--- src/rtl/fnfs_pkg.sv ---
`default_nettype none
package fnfs_pkg;

   // character codes the splitter reacts to
   localparam logic [7:0] CHAR_NUL       = 8'h00;
   localparam logic [7:0] CHAR_SLASH     = 8'h2F;
   localparam logic [7:0] CHAR_BACKSLASH = 8'h5C;
   localparam logic [7:0] CHAR_DOT       = 8'h2E;
   localparam logic [7:0] CHAR_MINUS     = 8'h2D;
   localparam logic [7:0] CHAR_HASH      = 8'h23;
   localparam logic [7:0] CHAR_ZERO      = 8'h30;
   localparam logic [7:0] CHAR_NINE      = 8'h39;

   // position marker for no separator or dot seen yet
   localparam logic [16:0] POS_NONE = 17'h1FFFF;

   localparam logic [15:0] MAX_LENGTH_RESET = 16'hFFFF;

   // sizes captured at the end of a name, before the base is worked out
   typedef struct packed {
      logic [15:0] name_length;
      logic [15:0] path_size;
      logic [15:0] extension_size;
      logic [16:0] number_size;
   } sizes_type;

endpackage
`default_nettype wire

--- src/rtl/file_name_field_splitter.sv ---
`default_nettype none
// channel   direction  handshake              payload
// req       in         req_valid / req_stall  req_char_code, req_last_char
// rsp       out        rsp_valid / rsp_stall  name, path, base, number, extension sizes
// csr       in         csr_write_enable       csr_write_data (max_length)
//
// One character is taken every cycle while req_stall is low; the running scan state
// is updated in the same cycle it is accepted. A name's sizes are captured into the mid
// stage on its last character; the base size is then formed and registered into rsp.
// Synchronous reset clears the scan and both result stage valids; max_length goes to 65535.
// A stalled rsp only holds back a last character, and only once both result stages are full.
module file_name_field_splitter
   import fnfs_pkg::*;
(
   input  wire logic        clock,
   input  wire logic        reset,
   input  wire logic        req_valid,
   output logic             req_stall,
   input  wire logic [7:0]  req_char_code,
   input  wire logic        req_last_char,
   output logic             rsp_valid,
   input  wire logic        rsp_stall,
   output logic [15:0]      rsp_name_length,
   output logic [15:0]      rsp_path_size,
   output logic [15:0]      rsp_base_size,
   output logic [15:0]      rsp_number_size,
   output logic [15:0]      rsp_extension_size,
   input  wire logic        csr_write_enable,
   input  wire logic [15:0] csr_write_data
);

   logic [15:0] max_length_ff;

   // scan state
   logic [15:0] chars_seen_ff,  chars_seen_in;
   logic        ended_ff,       ended_in;
   logic [16:0] sep_pos_ff,     sep_pos_in;
   logic [16:0] dot_pos_ff,     dot_pos_in;
   logic        dot_valid_ff,   dot_valid_in;
   logic        prev_minus_ff,  prev_minus_in;
   logic [15:0] digit_run_ff,   digit_run_in;
   logic [15:0] hash_run_ff,    hash_run_in;
   logic        minus_run_ff,   minus_run_in;
   logic [15:0] dot_run_ff,     dot_run_in;
   logic        minus_dot_ff,   minus_dot_in;

   // result stages
   logic        mid_valid_ff;
   sizes_type   mid_ff, mid_in;
   logic        rsp_valid_ff;
   logic [15:0] len_ff, path_ff, base_ff, num_ff, ext_ff;

   logic        req_accept;
   logic        take;
   logic        is_sep, is_dot, is_digit, is_hash, is_minus;
   logic        mid_load;
   logic        rsp_load;
   logic [17:0] part_sum;
   logic [15:0] base_in;

   // flow control between the two result stages and the port
   assign rsp_load   = mid_valid_ff && (!rsp_valid_ff || !rsp_stall);
   assign req_stall  = req_last_char && mid_valid_ff && !rsp_load;
   assign req_accept = req_valid && !req_stall;
   assign take       = req_accept && !ended_ff && (chars_seen_ff < max_length_ff)
                       && (req_char_code != CHAR_NUL);
   assign mid_load   = req_accept && req_last_char;

   // character classes
   always_comb begin
      is_sep   = 1'b0;
      is_dot   = 1'b0;
      is_digit = 1'b0;
      is_hash  = 1'b0;
      is_minus = 1'b0;
      case (req_char_code) inside
         CHAR_SLASH, CHAR_BACKSLASH: is_sep   = 1'b1;
         CHAR_DOT:                   is_dot   = 1'b1;
         [CHAR_ZERO:CHAR_NINE]:      is_digit = 1'b1;
         CHAR_HASH:                  is_hash  = 1'b1;
         CHAR_MINUS:                 is_minus = 1'b1;
         default:                    ;
      endcase
   end

   // next scan state for one character
   always_comb begin
      chars_seen_in = chars_seen_ff;
      ended_in      = ended_ff;
      sep_pos_in    = sep_pos_ff;
      dot_pos_in    = dot_pos_ff;
      dot_valid_in  = dot_valid_ff;
      prev_minus_in = prev_minus_ff;
      digit_run_in  = digit_run_ff;
      hash_run_in   = hash_run_ff;
      minus_run_in  = minus_run_ff;
      dot_run_in    = dot_run_ff;
      minus_dot_in  = minus_dot_ff;
      if (req_accept && !ended_ff && (chars_seen_ff < max_length_ff)
          && (req_char_code == CHAR_NUL)) begin
         ended_in = 1'b1;
      end
      if (take) begin
         chars_seen_in = chars_seen_ff + 16'd1;
         prev_minus_in = is_minus;
         digit_run_in  = 16'd0;
         hash_run_in   = 16'd0;
         if (is_sep) begin
            sep_pos_in   = {1'b0, chars_seen_ff};
            dot_valid_in = 1'b0;
         end else if (is_dot) begin
            dot_pos_in = {1'b0, chars_seen_ff};
            if (chars_seen_ff == 16'd0) begin
               dot_valid_in = 1'b0;
            end else if (sep_pos_ff == POS_NONE) begin
               dot_valid_in = 1'b1;
            end else begin
               dot_valid_in = {1'b0, chars_seen_ff} > (sep_pos_ff + 17'd1);
            end
            if (digit_run_ff != 16'd0) begin
               dot_run_in   = digit_run_ff;
               minus_dot_in = minus_run_ff;
            end else begin
               dot_run_in   = hash_run_ff;
               minus_dot_in = 1'b0;
            end
         end else if (is_digit) begin
            if (digit_run_ff == 16'd0) begin
               minus_run_in = prev_minus_ff;
            end
            digit_run_in = digit_run_ff + 16'd1;
         end else if (is_hash) begin
            hash_run_in = hash_run_ff + 16'd1;
         end
      end
   end

   // sizes at the end of a name
   always_comb begin
      mid_in = '0;
      if (chars_seen_in != 16'd0) begin
         mid_in.name_length = chars_seen_in;
         if (sep_pos_in != POS_NONE) begin
            mid_in.path_size = sep_pos_in[15:0] + 16'd1;
         end
         if (dot_valid_in && (dot_pos_in != POS_NONE)
             && (dot_pos_in < {1'b0, chars_seen_in})) begin
            mid_in.extension_size = chars_seen_in - dot_pos_in[15:0];
            mid_in.number_size    = {1'b0, dot_run_in} + {16'd0, minus_dot_in};
         end else if (digit_run_in != 16'd0) begin
            mid_in.number_size = {1'b0, digit_run_in} + {16'd0, minus_run_in};
         end else begin
            mid_in.number_size = {1'b0, hash_run_in};
         end
      end
   end

   // base is what the other fields leave over
   always_comb begin
      part_sum = {2'b00, mid_ff.path_size} + {2'b00, mid_ff.extension_size}
                 + {1'b0, mid_ff.number_size};
      base_in  = 16'd0;
      if ({2'b00, mid_ff.name_length} >= part_sum) begin
         base_in = mid_ff.name_length - part_sum[15:0];
      end
   end

   // configuration register
   always_ff @(posedge clock) begin
      if (reset) begin
         max_length_ff <= MAX_LENGTH_RESET;
      end else if (csr_write_enable) begin
         max_length_ff <= csr_write_data;
      end
   end

   // scan state, cleared after each name's last character
   always_ff @(posedge clock) begin
      if (reset || mid_load) begin
         chars_seen_ff <= 16'd0;
         ended_ff      <= 1'b0;
         sep_pos_ff    <= POS_NONE;
         dot_pos_ff    <= POS_NONE;
         dot_valid_ff  <= 1'b0;
         prev_minus_ff <= 1'b0;
         digit_run_ff  <= 16'd0;
         hash_run_ff   <= 16'd0;
         minus_run_ff  <= 1'b0;
         dot_run_ff    <= 16'd0;
         minus_dot_ff  <= 1'b0;
      end else begin
         chars_seen_ff <= chars_seen_in;
         ended_ff      <= ended_in;
         sep_pos_ff    <= sep_pos_in;
         dot_pos_ff    <= dot_pos_in;
         dot_valid_ff  <= dot_valid_in;
         prev_minus_ff <= prev_minus_in;
         digit_run_ff  <= digit_run_in;
         hash_run_ff   <= hash_run_in;
         minus_run_ff  <= minus_run_in;
         dot_run_ff    <= dot_run_in;
         minus_dot_ff  <= minus_dot_in;
      end
   end

   // result stage valid flags
   always_ff @(posedge clock) begin
      if (reset) begin
         mid_valid_ff <= 1'b0;
         rsp_valid_ff <= 1'b0;
      end else begin
         if (mid_load) begin
            mid_valid_ff <= 1'b1;
         end else if (rsp_load) begin
            mid_valid_ff <= 1'b0;
         end
         if (rsp_load) begin
            rsp_valid_ff <= 1'b1;
         end else if (!rsp_stall) begin
            rsp_valid_ff <= 1'b0;
         end
      end
   end

   // result stage payload
   always_ff @(posedge clock) begin
      if (mid_load) begin
         mid_ff <= mid_in;
      end
      if (rsp_load) begin
         len_ff  <= mid_ff.name_length;
         path_ff <= mid_ff.path_size;
         base_ff <= base_in;
         num_ff  <= mid_ff.number_size[15:0];
         ext_ff  <= mid_ff.extension_size;
      end
   end

   assign rsp_valid          = rsp_valid_ff;
   assign rsp_name_length    = len_ff;
   assign rsp_path_size      = path_ff;
   assign rsp_base_size      = base_ff;
   assign rsp_number_size    = num_ff;
   assign rsp_extension_size = ext_ff;

endmodule
`default_nettype wire
--- config.mk ---
export PLATFORM = sky130hd
export DESIGN_NAME = file_name_field_splitter
export DESIGN_NICKNAME = d
export VERILOG_FILES = /design/src/rtl/fnfs_pkg.sv /design/src/rtl/file_name_field_splitter.sv
export SDC_FILE = /design/constraint.sdc
export NUM_CORES = 1
export LEC_CHECK = 0
export ABC_AREA = 1
export CELL_PAD_IN_SITES_DETAIL_PLACEMENT = 0
export CELL_PAD_IN_SITES_GLOBAL_PLACEMENT = 2
export CORE_ASPECT_RATIO = 1.5
export CORE_UTILIZATION = 39
export CTS_CLUSTER_SIZE = 24
export DETAILED_ROUTE_END_ITERATION = 10
export DONT_BUFFER_PORTS = 1
export PLACE_DENSITY = 0.85
export SYNTH_ARGS = -nofsm -noshare
export SYNTH_HDL_FRONTEND = slang
export SYNTH_SLANG_ARGS = --single-unit
--- constraint.sdc ---
create_clock -name clock -period 5.7 [get_ports clock]
set_input_delay 0 -clock clock [delete_from_list [all_inputs] [get_ports clock]]
set_output_delay 0 -clock clock [all_outputs]
set_load 0.02 [all_outputs]
# After elaboration in Yosys (flattened, before gate mapping)

Index checks and enable logic that the tools add are counted.

Input bits: 30
Word-level logic and storage cells: 133
Register bits: 266

Equal/unequal tests: 9
Reduce and logical (&&, ||, !) cells: 30
Muxes and demuxes: 54
Add/subtract/negate cells: 11
Magnitude comparators: 6

Operators by type and width:

| operator                                                       | number |
|---|---|
| 2-to-1 mux 16 bit                                              | 14 |
| 2-to-1 mux 17 bit                                              | 7 |
| adder 16 x 1 -> 16 bit, second input constant                  | 4 |
| nonzero test 16 bit                                            | 3 |
| adder 16 x 1 -> 17 bit                                         | 2 |
| != test 17 bit, second input constant                          | 2 |
| 2-to-1 mux 1 bit                                               | 33 |
| equality test 8 x 6 -> 1 bit, second input constant            | 4 |
| logical NOT 16 bit                                             | 2 |
| subtractor 16 bit                                              | 2 |
| adder 17 x 17 -> 18 bit                                        | 1 |
| >= comparator 16 x 18 -> 1 bit                                 | 1 |
| adder 16 x 16 -> 17 bit                                        | 1 |
| adder 17 x 1 -> 17 bit, second input constant                  | 1 |
| equality test 17 bit, second input constant                    | 1 |
| greater-than comparator 16 x 17 -> 1 bit                       | 1 |
| < comparator 17 x 16 -> 1 bit                                  | 1 |
| < comparator 16 bit                                            | 1 |
| logical AND 1 bit                                              | 12 |
| equality test 8 x 7 -> 1 bit, second input constant            | 1 |
| >= comparator 8 x 6 -> 1 bit, second input constant            | 1 |
| less-or-equal comparator 8 x 6 -> 1 bit, second input constant | 1 |
| logical NOT 8 bit                                              | 1 |
| nonzero test 8 bit                                             | 1 |
| other kinds (6)                                                | 12 |

# Depth between registers and ports, before layout

Gate-level depths: netlist of run 1.

Word-level depth: 15
Gate-level depth with buffers: 35

# Worst setup path after synthesis of run 1

No wires, ideal clock.

Path type: register to register
Start point: register chars_seen_ff[13]
End point: register mid_ff[29] (netlist bit), data pin
Setup time: 256 ps
Period minus slack after synthesis: 4489 ps
Buffers on the path: 3
Required time: 5444 ps
Cell stages (with the launch flop): 33
Path slack: 1211 ps
Data arrival time: 4233 ps
Cells stage by stage: dfxtp_1 > ha_1 > a21oi_1 > nor2_1 > nor2_1 > nand2_1 > nor2_2 > nand3_4 > buf_6 > nor2_2 > buf_2 > buf_1 > nand2_1 > o21ai_0 > inv_1 > ha_1 > inv_1 > fa_1 > nand3_1 > nand2_1 > a21oi_1 > o21ai_0 > nand2_1 > nand2_1 > a21oi_1 > or2_2 > nand2_1 > nand2_1 > nand2_1 > nand2_1 > nand2_1 > xor2_1 > nor2_1

Elaborated cells on any way between the ends: 22
Classes of those cells: 2 x add/sub; 3 x order compare; 1 x eq/ne; 9 x mux; 7 x reduce/logical

RTL lines:

| item                                                                                  | line                            | text |
|---|---|---|
| from (decl)                                                                           | file_name_field_splitter.sv:35  | `logic [15:0] chars_seen_ff, chars_seen_in;` |
| from (signal assigned)                                                                | file_name_field_splitter.sv:192 | `chars_seen_ff <= chars_seen_in;` |
| < comparator 16 bit *                                                                 | file_name_field_splitter.sv:65  | `assign take = req_accept && !ended_ff && (chars_seen_ff < max_length_ff)` |
| logical AND 1 bit *                                                                   | file_name_field_splitter.sv:65  |  |
| logical AND 1 bit *                                                                   | file_name_field_splitter.sv:66  | `&& (req_char_code != CHAR_NUL);` |
| 2-to-1 mux 17 bit *                                                                   | file_name_field_splitter.sv:103 | `if (take) begin` |
| via dot_pos_in[0]                                                                     | file_name_field_splitter.sv:38  | `logic [16:0] dot_pos_ff, dot_pos_in;` |
| parallel branches: the longest is 4 deep, another holds < comparator 17 x 16 -> 1 bit | --                              |  |
| to (signal assigned)                                                                  | file_name_field_splitter.sv:228 | `mid_ff <= mid_in;` |
| to (decl)                                                                             | file_name_field_splitter.sv:49  | `sizes_type mid_ff, mid_in;` |

Mark *: on every way through the listed nets, which the timed path passes.
A chain may end at the register's enable or synchronous reset.

# Worst setup path after layout of run 1

Start point: register mid_ff[1] (netlist bit)
End point: register base_ff[15] (netlist: rsp_base_size[15]), data pin

Longest elaborated chain between the ends: 2
Elaborated cells on any way between the ends: 3
Classes of those cells: 2 x add/sub; 1 x order compare

RTL lines:

| item                                                                | line                                                             | text |
|---|---|---|
| adder 17 x 17 -> 18 bit *                                           | file_name_field_splitter.sv:161                                  | `+ {1'b0, mid_ff.number_size};` |
| subtractor 16 bit or >= comparator 16 x 18 -> 1 bit (tied branches) | file_name_field_splitter.sv:164, file_name_field_splitter.sv:163 |  |
| to (signal assigned)                                                | file_name_field_splitter.sv:233                                  | `base_ff <= base_in;` |
| to (decl)                                                           | file_name_field_splitter.sv:51                                   | `logic [15:0] len_ff, path_ff, base_ff, num_ff, ext_ff;` |

Every way passes the cells marked *; elsewhere a longest branch is shown, timed or not.

==> results of run 1 <==
==> critical path, stage by stage (launching register included) <==
cell and delay, ns:
edfxtp_1 0.53, fa_1 0.59, ha_1 0.19, inv_1 0.06, fa_1 0.42, inv_1 0.08, a31oi_1 0.15, o21ai_0 0.41
a21oi_1 0.13, o21bai_1 0.22, a21oi_1 0.11, o21bai_1 0.26, nand3_1 0.11, nand2_1 0.09, xnor2_1 0.07, ha_1 0.51
nand4_1 0.36, o311ai_0 0.46, nand3b_1 0.13, buf_4 0.21, a21oi_1 0.12
==> final cells by class <==
class	count	area [sq um]	area share, %
repair buffers	72	613	3.33
multi-input cells	1478	8200	44.6
clock buffers	31	733	3.99
inverters	295	1110	6.05
well taps	558	698	3.79
clock inverters	21	262	1.42
flip-flops and latches	266	6780	36.8
==> cells by family after synthesis <==
family / Yosys count / share of synthesized area, %
compound gates: 259 / 8.47
xor+xnor: 98 / 5.29
fa+ha+maj: 124 / 10.3
buf+inv: 352 / 8.57
flops: 266 / 41.4
mux: 4 / 0.245
simple gates: 993 / 25.7
==> synthesized netlist by cell type, drive strengths merged <==
cell | n | share of area (%)
o21bai | 5 | 0.23
buf | 31 | 1.2
nand4 | 48 | 1.9
or2 | 4 | 0.15
nand3 | 130 | 4.1
ha | 105 | 8.0
o2111ai | 1 | 0.054
a211oi | 4 | 0.18
nor4 | 11 | 0.42
a21oi | 111 | 3.4
nand3b | 6 | 0.28
xnor2 | 24 | 1.3
o221a | 1 | 0.069
nor3 | 37 | 1.2
o311ai | 1 | 0.054
a31oi | 7 | 0.27
o31ai | 2 | 0.092
nor2 | 277 | 6.6
mux2i | 4 | 0.24
edfxtp | 145 | 27
nand2 | 478 | 11
o22ai | 5 | 0.19
inv | 293 | 6.7
clkinv | 2 | 0.046
nor3b | 1 | 0.046
xor2 | 74 | 4.0
o221ai | 2 | 0.11
dfxtp | 121 | 15
clkbuf | 26 | 0.60
a21boi | 4 | 0.18
fa | 19 | 2.3
a21o | 2 | 0.092
o21ai | 114 | 3.6
and2 | 1 | 0.038
==> worst paths after layout <==
kind	cells past startpoint	slack (ns)	end	startpoint
setup / recovery	20	0.35	rsp_base_size[15]$_SDFFCE_PN0P_	mid_ff[1]$_SDFFCE_PN0P_
setup reg to reg	20	0.35	rsp_base_size[15]$_SDFFCE_PN0P_	mid_ff[1]$_SDFFCE_PN0P_
hold / removal	4	0.08	hash_run_ff[12]$_SDFF_PP0_	req_char_code[1]
hold reg to reg	0	0.45	rsp_name_length[0]$_DFFE_PP_	mid_ff[49]$_SDFFCE_PN0P_
==> flip-flops by register name, summed over array words and instances, names as in the netlist, 16 cells and up <==
| register | cells |
|---|---|
| chars_seen_ff | 16 |
| digit_run_ff | 16 |
| dot_pos_ff | 17 |
| dot_run_ff | 16 |
| hash_run_ff | 16 |
| max_length_ff | 16 |
| mid_ff | 65 |
| rsp_base_size | 16 |
| rsp_extension_size | 16 |
| rsp_name_length | 16 |
| rsp_number_size | 16 |
| rsp_path_size | 16 |
| sep_pos_ff | 17 |
==> metal layers <==
metal | vias up | GRT usage, % | routed length [um]
met5 | - | 0 | 0
met4 | 0 | 13.1 | 2940
met3 | 99 | 2.19 | 1420
met2 | 292 | 44.8 | 26100
met1 | 6301 | 24.5 | 18900
li1 | 6931 | - | -
==> stage by stage <==
stage               setup WS (ns)  instances
floorplan                    1.21       2096
global route                0.150       2721
CTS                         0.350       2721
detailed placement          0.380       2640
finish                      0.350       2721
global placement            0.413       2640
==> power by group <==
part	switching [uW]	total [uW]	internal [uW]
sequential	59.9	2150	2090
clock	819	1980	1160
combinational	491	759	269
total	1370	4890	3520
==> cells in the final DEF (no fill, tap or decap), types with 3 or more instances in the layout <==
| cell type | instances |
|---|---|
| dfxtp_1 | 121 |
| nand2_2 | 6 |
| or2_2 | 3 |
| mux2i_1 | 4 |
| nand4_1 | 47 |
| nor4_1 | 11 |
| o21bai_1 | 5 |
| nor2_2 | 8 |
| a21oi_1 | 111 |
| clkinvlp_4 | 5 |
| ha_1 | 105 |
| inv_1 | 286 |
| buf_4 | 43 |
| clkinv_4 | 4 |
| clkbuf_16 | 29 |
| edfxtp_1 | 145 |
| nor2_1 | 267 |
| a31oi_1 | 7 |
| dlygate4sd3_1 | 29 |
| inv_2 | 5 |
| a211oi_1 | 4 |
| nand2_1 | 472 |
| o21ai_2 | 3 |
| nor3_1 | 36 |
| clkinv_1 | 4 |
| nand3b_1 | 6 |
| o22ai_1 | 5 |
| o21ai_1 | 30 |
| a21boi_0 | 4 |
| bufinv_16 | 5 |
| nand3_1 | 128 |
| xor2_1 | 73 |
| fa_1 | 19 |
| o21ai_0 | 81 |
| xnor2_1 | 24 |
| clkinv_2 | 3 |
==> repair_timing <==
action,in CTS,in global routing
buffers inserted,0,0
hold buffers,29,0
endpoints found under the hold margin,34,0
==> metrics.md, run 1 <==
| Metric | Value |
|---|---|
| Outcome | `complete, no violations` |
| Fin nets | `approximately 2,300` |
| Final setup vio count | `0` |
| DR vias/cell | `about 5` |
| Count of cell types in the netlist | `between 40 and 50` |
| Fill count | `4,214` |
| Slew @ Worst Pin | `0.991 ns` |
| P_leak | `roughly 0.0080 uW` |
| Area Overhead vs Synth | `12.4%` |
| Crit path DAT | `between 5 and 6 ns` |
| Post-route ant nets | `0` |
| Unrepaired setup endpoints after global routing | `false` |
| Port Buffers | `0` |
| Synth Net Count | `between 2,000 and 2,500` |
| Max Freq | `0.187 GHz` |
| Synth Cell Area | `about 16,000 sq um` |
| DR iter-0 viols | `758` |
| Layout cell share with drive strength beyond 1 | `under 10%` |
| Placed instance area | `about 17,000 sq um` |
| Fin area | `between 15,000 and 20,000 sq um` |
| Clock buffer depth | `3` |
| GR Overflow Total | `0` |
| Final min period | `roughly 5.4 ns` |
| Final period util | `about 94%` |
| Critical-path maximum fanout | `16` |
| Power Dens Cells | `about 270 nW/um^2` |
| Crit Path Class | `flip-flop to flip-flop` |
| Maxcap violations | `0` |
| Yosys warns | `0` |
| Critical Path End Type | `flip-flop` |
| WL final | `around 50,000 um` |
| Peak supply drop | `around 210 uV` |
| First-pass GRT wire length | `roughly 76,000 um` |
| Via total after detailed routing | `between 10,000 and 15,000` |
| Total power | `roughly 4900 uW` |
| CTS Sinks | `between 200 and 300` |
| Routed WL per cell | `between 15 and 20 um` |
| Num CTS Buffers | `28` |
| CTS tree | `built` |
| Initial Utilization | `roughly two fifths` |
| Yosys reg bits | `266` |
| GRT Total Usage | `23.3%` |
| Vias in the first global route | `approximately 13,000` |
| Chip Height | `253 um` |
| H-tree lvl count | `1` |
| Worst skew pair latency | `~0.57 ns` |
| Initial antenna violation count | `0` |
| Clk root buf | `clkbuf_16` |
| Routability Congestion | `slightly above 0.9` |
| Syn_area_per_cell | `roughly 7.8 sq um` |
| Core ar. | `41,200 sq um` |
| Final Slew Violations | `0` |
| Critical Path RT | `around 6 ns` |
| Path type of the worst min-delay path | `input pin to flip-flop` |
| Setup TNS | `0 ns` |
| Final Hold Viols | `0` |
| Chip width | `between 150 and 200 um` |
| Post-cts resize count | `0` |
| Largest net degree at the start of global routing | `between 60 and 70` |
| Slew Limit Headroom | `between 30% and 40%` |
| CP Launch Type | `flip-flop` |
| Die area | `42,800 sq um` |
| # rows | `91` |
| Final Util | `around 45%` |
| Antenna Diode Count | `0` |
| First-pass detailed-route iteration total | `5` |
| Post-DP HPWL | `39,400 um` |
| Skew final | `~0.014 ns` |
| Ports | `approximately 110` |
| DRC violations left | `0` |
| WHS | `roughly 0.083 ns` |
| Post-synthesis sequential area ratio | `41.4%` |
| Syn Inst Count | `around 2,100` |
| Clock-pin slew on the worst setup and hold paths | `around 0.06 ns` |
(Power assumes the default switching activity.)
==> run 2, diff against run 1 <==
- GPL_TIMING_DRIVEN: default -> 1
- MAX_ROUTING_LAYER: default -> met4
==> metrics.md, run 2 (synthesized netlist as in run 1, its figures left out) <==
| Metric | Value |
|---|---|
| Skew final | `around 0.017 ns` |
| Path type of the worst min-delay path | `input pin to flip-flop` |
| WHS Path Cells | `4` |
| First-pass detailed-route iteration total | `5` |
| Final min period | `roughly 5.3 ns` |
| CP Launch Type | `flip-flop` |
| Commonest cells after routing, fill and taps aside | `472 x nand2_1, 286 x inv_1, 267 x nor2_1` |
| Ports | `112` |
| Unrepaired setup endpoints after global routing | `false` |
| Post-DP HPWL | `between 40,000 and 50,000 um` |
| Maxcap violations | `0` |
| Area Overhead vs Synth | `12.5%` |
| First-pass GRT wire length | `a little under 80,000 um` |
| Chip Height | `253 um` |
| CP Launch Point | `mid_ff[1]$_SDFFCE_PN0P_` |
| GRT Total Usage | `between 20% and 30%` |
| P_leak | `~0.0081 uW` |
| Final Util | `~45%` |
| Flop-to-flop setup slack | `0.42 ns` |
| Outcome | `complete, no violations` |
| GR Overflow Total | `0` |
| Combinational share of power | `about 16%` |
| Largest register FFs | `65` |
| Setup TNS | `0 ns` |
| Max Freq | `about 0.19 GHz` |
| Via total after detailed routing | `13,764` |
| Die area | `approximately 43,000 sq um` |
| Fin nets | `roughly 2,300` |
| DR vias/cell | `~5.1` |
| DRC violations left | `0` |
| Multi-input combinational cell area | `8200 sq um` |
| Most common cell after layout, fill and taps aside | `nand2_1` |
| Critical Path RT | `about 6 ns` |
| Final setup vio count | `0` |
| Core ar. | `roughly 41,000 sq um` |
| Storage element area | `about 6800 sq um` |
| Initial Utilization | `roughly 40%` |
| Port Buffers | `0` |
| Initial antenna violation count | `0` |
| Crit path DAT | `around 5.7 ns` |
| Clock-pin slew on the worst setup and hold paths | `roughly 0.070 ns` |
| Clk root buf | `clkbuf_16` |
| Net switching power | `1380 uW` |
| Final Slew Violations | `0` |
| CTS tree | `built` |
| Setup crit end | `rsp_base_size[15]$_SDFFCE_PN0P_` |
| Slew @ Worst Pin | `0.995 ns` |
| Final period util | `roughly 90%` |
| Reg2reg start | `mid_ff[1]$_SDFFCE_PN0P_` |
| Fill count | `between 4,000 and 5,000` |
| # rows | `slightly above 90` |
| Largest net degree at the start of global routing | `66` |
| Post-route ant nets | `0` |
| Largest reg by FF count | `mid_ff` |
| Final Hold Viols | `0` |
| Crit Path Class | `flip-flop to flip-flop` |
| Clock buffer depth | `3` |
| Layout cell share with drive strength beyond 1 | `under 10%` |
| Chip width | `between 150 and 200 um` |
| DR iter-0 viols | `a little under 700` |
| Clock power frac | `about two fifths` |
| Flop pwr share | `43.7%` |
| Int Power | `between 3000 and 4000 uW` |
| H-tree lvl count | `1` |
| Reg2Reg Depth | `20` |
| Post-route insts no fill | `~2,700` |
| Critical Path End Type | `flip-flop` |
| Worst skew pair latency | `0.58 ns` |
| Routed WL per cell | `between 15 and 20 um` |
| Critical-path maximum fanout | `16` |
| Slew Limit Headroom | `between 30% and 40%` |
| CTS Sinks | `between 200 and 300` |
| Vias in the first global route | `between 10,000 and 15,000` |
| RR Endpoint | `rsp_base_size[15]$_SDFFCE_PN0P_` |
| Switching portion of total power | `between 20% and 30%` |
| WL final | `~50,000 um` |
| Biggest regs | `mid_ff: 65 flops, dot_pos_ff: 17 flops, sep_pos_ff: 17 flops` |
| Peak supply drop | `just under 200 uV` |
| Num CTS Buffers | `28` |
| Routability Congestion | `roughly 0.94` |
| Post-CTS setup buffer count | `0` |
| Cell Count Post-Placement | `2,644` |
| Antenna Diode Count | `0` |
| Power Dens Cells | `around 270 nW/um^2` |
## run 2: cell count changes in the layout (fill, tap and decap cells not counted), sizes merged
cell    previous run  this run
clkinv            11         9
buf               43        47
inv              294       296
## run 2: final cells by class
type	instances	share of cell area, %
clock buffer	31	3.98
timing repair buffer	76	3.49
inverter	295	6.04
clock inverter	21	1.41
tap	558	3.79
multi-input combinational	1478	44.5
sequential	266	36.8
## run 2: per-layer routing
metal,vias to the layer above,track usage (%),routed length [um]
met1,6460,24.8,19100
li1,6927,-,-
met2,285,47.2,27400
met3,92,2.28,1580
met5,-,-,0
met4,0,10.6,2260
## run 2: worst min path at each step
| stage | startpoint | end | slack, ns |
|---|---|---|---|
| 2_1_floorplan | csr_write_data[0] | max_length_ff[0]$_SDFFE_PP1P_ | 0.12 |
| 3_3_place_gp | reset | rsp_valid$_SDFFE_PP0P_ | 0.08 |
| 3_5_place_dp | reset | rsp_valid$_SDFFE_PP0P_ | 0.08 |
| 4_1_cts | req_char_code[0] | hash_run_ff[12]$_SDFF_PP0_ | 0.07 |
| 5_1_grt | csr_write_data[0] | max_length_ff[0]$_SDFFE_PP1P_ | 0.10 |
| 6_report | req_char_code[0] | hash_run_ff[12]$_SDFF_PP0_ | 0.07 |
## run 2: what timing repair did
action	CTS	global route
hold endpoints to repair	65	0
hold buffers	29	0
resized for setup	0	0
## run 2: power groups by stage
stage / Clock, uW / Combinational, uW / Sequential (uW)
floorplan: 0 / 546 / 2180
global placement: 0 / 749 / 2190
detailed placement: 0 / 749 / 2190
CTS: 2040 / 771 / 2150
global route: 2100 / 863 / 2150
finish: 1990 / 765 / 2140
## run 2: critical path, cell delays in order (launching register included)
cell	delay (ns)
edfxtp_1	0.53
fa_1	0.59
ha_1	0.17
inv_1	0.05
fa_1	0.40
inv_1	0.08
a31oi_1	0.16
o21ai_0	0.41
a21oi_1	0.14
o21bai_1	0.22
a21oi_1	0.10
o21bai_1	0.27
nand3_1	0.12
nand2_1	0.09
xnor2_1	0.06
ha_1	0.47
nand4_1	0.35
o311ai_0	0.45
nand3b_1	0.12
buf_4	0.21
a21oi_1	0.13
## run 2: stage by stage
| stage | setup WS (ns) | power [uW] | hold slack, ns | instance area, sq um |
|---|---|---|---|---|
| finish | 0.417 | 4900 | 0.0694 | 18400 |
| CTS | 0.371 | 4960 | 0.0650 | 18400 |
| floorplan | 1.21 | 2720 | 0.122 | 16400 |
| global route | 0.157 | 5110 | 0.101 | 18400 |
| detailed placement | 0.409 | 2940 | 0.0763 | 17100 |
| global placement | 0.391 | 2940 | 0.0753 | 17100 |
==> run 3, diff against run 2 <==
- ABC_AREA: 1 -> default
- CORE_UTILIZATION: 39 -> 42
==> metrics.md, run 3 <==
| Metric | Value |
|---|---|
| Vias in the first global route | `approximately 13,000` |
| Routability Congestion | `roughly 0.9` |
| Reg2reg start | `mid_ff[3]$_SDFFCE_PN0P_` |
| Clk root buf | `clkbuf_16` |
| DR iter-0 viols | `864` |
| CTS Sinks | `between 200 and 300` |
| Die area | `39,400 sq um` |
| Chip Height | `approximately 240 um` |
| Critical Path End Type | `flip-flop` |
| Critical Path, Cell by Cell | `fa_1, ha_1, a21oi_1, o21ai_0, a211oi_1, o31ai_1, o21ai_0, o21bai_1, a21oi_1, xor2_1, ha_1, nand4_1, nor4_1, a211oi_1, a21oi_1, o21ai_1, buf_4, nor3_1` |
| Max incr delay on CP | `roughly 0.6 ns` |
| Cell Count Post-Placement | `2,175` |
| Commonest cells after routing, fill and taps aside | `167 x nor2_1, 145 x edfxtp_1, 141 x nand2_1` |
| Power Dens Cells | `between 200 and 300 nW/um^2` |
| Int Power | `~3400 uW` |
| Ys async rst share | `0%` |
| DR vias/cell | `around 5.7` |
| RR Endpoint | `rsp_base_size[9]$_SDFFCE_PN0P_` |
| Skew final | `about 0.018 ns` |
| Switching portion of total power | `26.8%` |
| Routed metal-1 wire length | `about 18,000 um` |
| Slew @ Worst Pin | `1.03 ns` |
| Outcome | `complete, no violations` |
| Reg2Reg Depth | `18` |
| Post-DP HPWL | `between 30,000 and 40,000 um` |
| Syn_area_per_cell | `roughly 9.6 sq um` |
| First-pass GRT wire length | `between 70,000 and 80,000 um` |
| Routed WL per cell | `between 20 and 25 um` |
| Count of cell types in the netlist | `between 90 and 100` |
| Synth Net Count | `approximately 1,800` |
| Maxcap violations | `0` |
| Synth area leader | `edfxtp_1` |
| Multi-input combinational cell area | `8750 sq um` |
| H-tree lvl count | `1` |
| Fill count | `approximately 3,500` |
| WHS | `around 0.063 ns` |
| Top post-synthesis cells by count | `169 x nor2_1, 145 x edfxtp_1, 141 x nand2_1, 121 x dfxtp_1, 105 x ha_1` |
| WHS Path Cells | `5` |
| Initial antenna violation count | `0` |
| Post-synthesis sequential area ratio | `roughly two fifths` |
| Top cell type's share of synthesized area | `approximately 27%` |
| Critical-path maximum fanout | `16` |
| Ports | `about 110` |
| Area Overhead vs Synth | `13.2%` |
| Clock power frac | `between 40 and 50%` |
| Clock buffer depth | `3` |
| GR Overflow Total | `0` |
| CTS tree | `built` |
| Setup ws final | `~0.51 ns` |
| WL final | `about 50,000 um` |
| Antenna Diode Count | `0` |
| Largest net degree at the start of global routing | `67` |
| DRC violations left | `0` |
| GRT Total Usage | `around a quarter` |
| Critical Path RT | `slightly above 6 ns` |
| Syn Inst Count | `1,691` |
| Num CTS Buffers | `28` |
| Combinational share of power | `13.3%` |
| Storage element area | `approximately 6800 sq um` |
| Post-CTS setup buffer count | `0` |
| Count leader, synth | `nor2_1` |
| Worst skew pair latency | `between 0.5 and 0.6 ns` |
| CP dominant cell by count | `a21oi_1` |
| Fin nets | `about 1,900` |
| Unrepaired setup endpoints after global routing | `false` |
| Core ar. | `roughly 38,000 sq um` |
| Pre-CTS setup slack | `roughly 0.46 ns` |
| Synth Cell Area | `16,200 sq um` |
| Post-route ant nets | `0` |
| Chip width | `between 150 and 200 um` |
| Min-delay src | `req_char_code[1]` |
| Port Buffers | `0` |
| Crit path DAT | `roughly 5.6 ns` |
| CP Launch Type | `flip-flop` |
| Initial Utilization | `between 40% and 50%` |
| Via total after detailed routing | `roughly 13,000` |
| Met2 wire length | `around 26,000 um` |
| Final min period | `a little over 5 ns` |
| Top routing layer in use | `met4` |
| Peak supply drop | `approximately 190 uV` |
| Yosys warns | `0` |
| Largest register FFs | `between 60 and 70` |
| Hold EP | `hash_run_ff[1]$_SDFF_PP0_` |
| Slew Limit Headroom | `a little under a third` |
| Post-route insts no fill | `2,257` |
| CP max stage cell | `o31ai_1` |
| Largest reg by FF count | `mid_ff` |
| Final setup vio count | `0` |
| Final Hold Viols | `0` |
| Primary FF master, synth | `edfxtp_1` |
| Clock-pin slew on the worst setup and hold paths | `0.07 ns` |
| Met3 Wirelength | `between 1500 and 2000 um` |
| Layout cell share with drive strength beyond 1 | `9.79%` |
| Flop-to-flop setup slack | `about 0.51 ns` |
| Net switching power | `roughly 1200 uW` |
| First-pass detailed-route iteration total | `5` |
| Crit Path Class | `flip-flop to flip-flop` |
| Top cells by area, synth | `edfxtp_1 27%, dfxtp_1 15%, ha_1 8.1%` |
| Setup TNS | `0 ns` |
| Final Slew Violations | `0` |
| Biggest regs | `mid_ff: 65 flops, dot_pos_ff: 17 flops, sep_pos_ff: 17 flops` |
| Number of synthesized flops with an enable pin | `around 150` |
| Final period util | `91.0%` |
| # rows | `87` |
| P_leak | `between 0.007 and 0.008 uW` |
| Yosys reg bits | `between 200 and 300` |
| Flop pwr share | `a little under half` |
| Most common cell after layout, fill and taps aside | `nor2_1` |
| Max Freq | `around 0.19 GHz` |
| Path type of the worst min-delay path | `input pin to flip-flop` |
[run 3: cell types whose count changed after synthesis, moves of 39 or more]
cell,delta
nand2_1,-332
inv_1,-192
nor2_1,-99
nand3_1,-69
mux2i_1,+42
and2_1,+39
[run 3: timing repair]
action	4_1_cts	5_1_grt
endpoints found under the setup margin	0	0
resized for setup	0	0
hold buffers	30	0
endpoints found under the hold margin	67	0
[run 3: metrics by stage]
stage / utilization, % / area, sq um / total power, uW
finish: 48.6 / 18300 / 4660
global route: 48.6 / 18300 / 4820
CTS: 48.6 / 18300 / 4700
detailed placement: 45.2 / 17100 / 2760
global placement: 45.2 / 17100 / 2750
floorplan: - / 16200 / 2600
[run 3: logic make-up after synthesis]
family                   count (synthesis)  synth area share, %
AND/OR/NAND/NOR                        609                 19.1
AO/OA/AOI/OAI                          347                 14.7
flip-flops                             266                 41.8
buffers and inverters                  178                 4.46
adder cells (fa/ha/maj)                124                 10.5
XOR/XNOR                               114                 6.16
multiplexers                            53                 3.33
[run 3: worst max-delay path by stage]
| stage | startpoint | endpoint | slack (ns) |
|---|---|---|---|
| 2_1_floorplan | chars_seen_ff[15]$_SDFF_PP0_ | mid_ff[31]$_SDFFCE_PN0P_ | 0.37 |
| 3_3_place_gp | mid_ff[35]$_SDFFCE_PN0P_ | rsp_base_size[3]$_SDFFCE_PN0P_ | 0.56 |
| 3_5_place_dp | mid_ff[3]$_SDFFCE_PN0P_ | rsp_base_size[9]$_SDFFCE_PN0P_ | 0.46 |
| 4_1_cts | mid_ff[1]$_SDFFCE_PN0P_ | rsp_base_size[9]$_SDFFCE_PN0P_ | 0.43 |
| 5_1_grt | mid_ff[35]$_SDFFCE_PN0P_ | rsp_base_size[9]$_SDFFCE_PN0P_ | 0.16 |
| 6_report | mid_ff[3]$_SDFFCE_PN0P_ | rsp_base_size[9]$_SDFFCE_PN0P_ | 0.51 |
[run 3: metal layers]
metal | vias to the layer above | global-route usage (%)
li1 | 6223 | -
met1 | 6265 | 26.0
met2 | 368 | 48.0
met3 | 119 | 2.67
met4 | 0 | 11.9
met5 | - | -
[run 3: worst max-delay path: cells and delay by family, from the launching register on]
kind	cells	cell delay [ns]
and+or+nand+nor	3	0.83
buffers and inverters	1	0.20
DFF	1	0.51
AOI/OAI and AO/OA	10	2.01
xor gates and xnor gates	1	0.15
adders and majority gates	3	1.32
[run 3: final cells by class]
class                           count  area share, %
Multi-Input combinational cell   1247           47.7
Clock inverter                     20           1.14
Timing Repair Buffer              107           4.86
Clock buffer                       32           4.07
Sequential cell                   266           36.9
Tap cell                          489           3.34
Inverter                           96           1.96
[run 3: power by group through the flow]
stage | Sequential, uW | Combinational [uW] | Clock [uW]
floorplan | 2150 | 446 | 0
global placement | 2160 | 588 | 0
detailed placement | 2160 | 596 | 0
CTS | 2120 | 620 | 1960
global route | 2130 | 679 | 2020
finish | 2120 | 617 | 1920
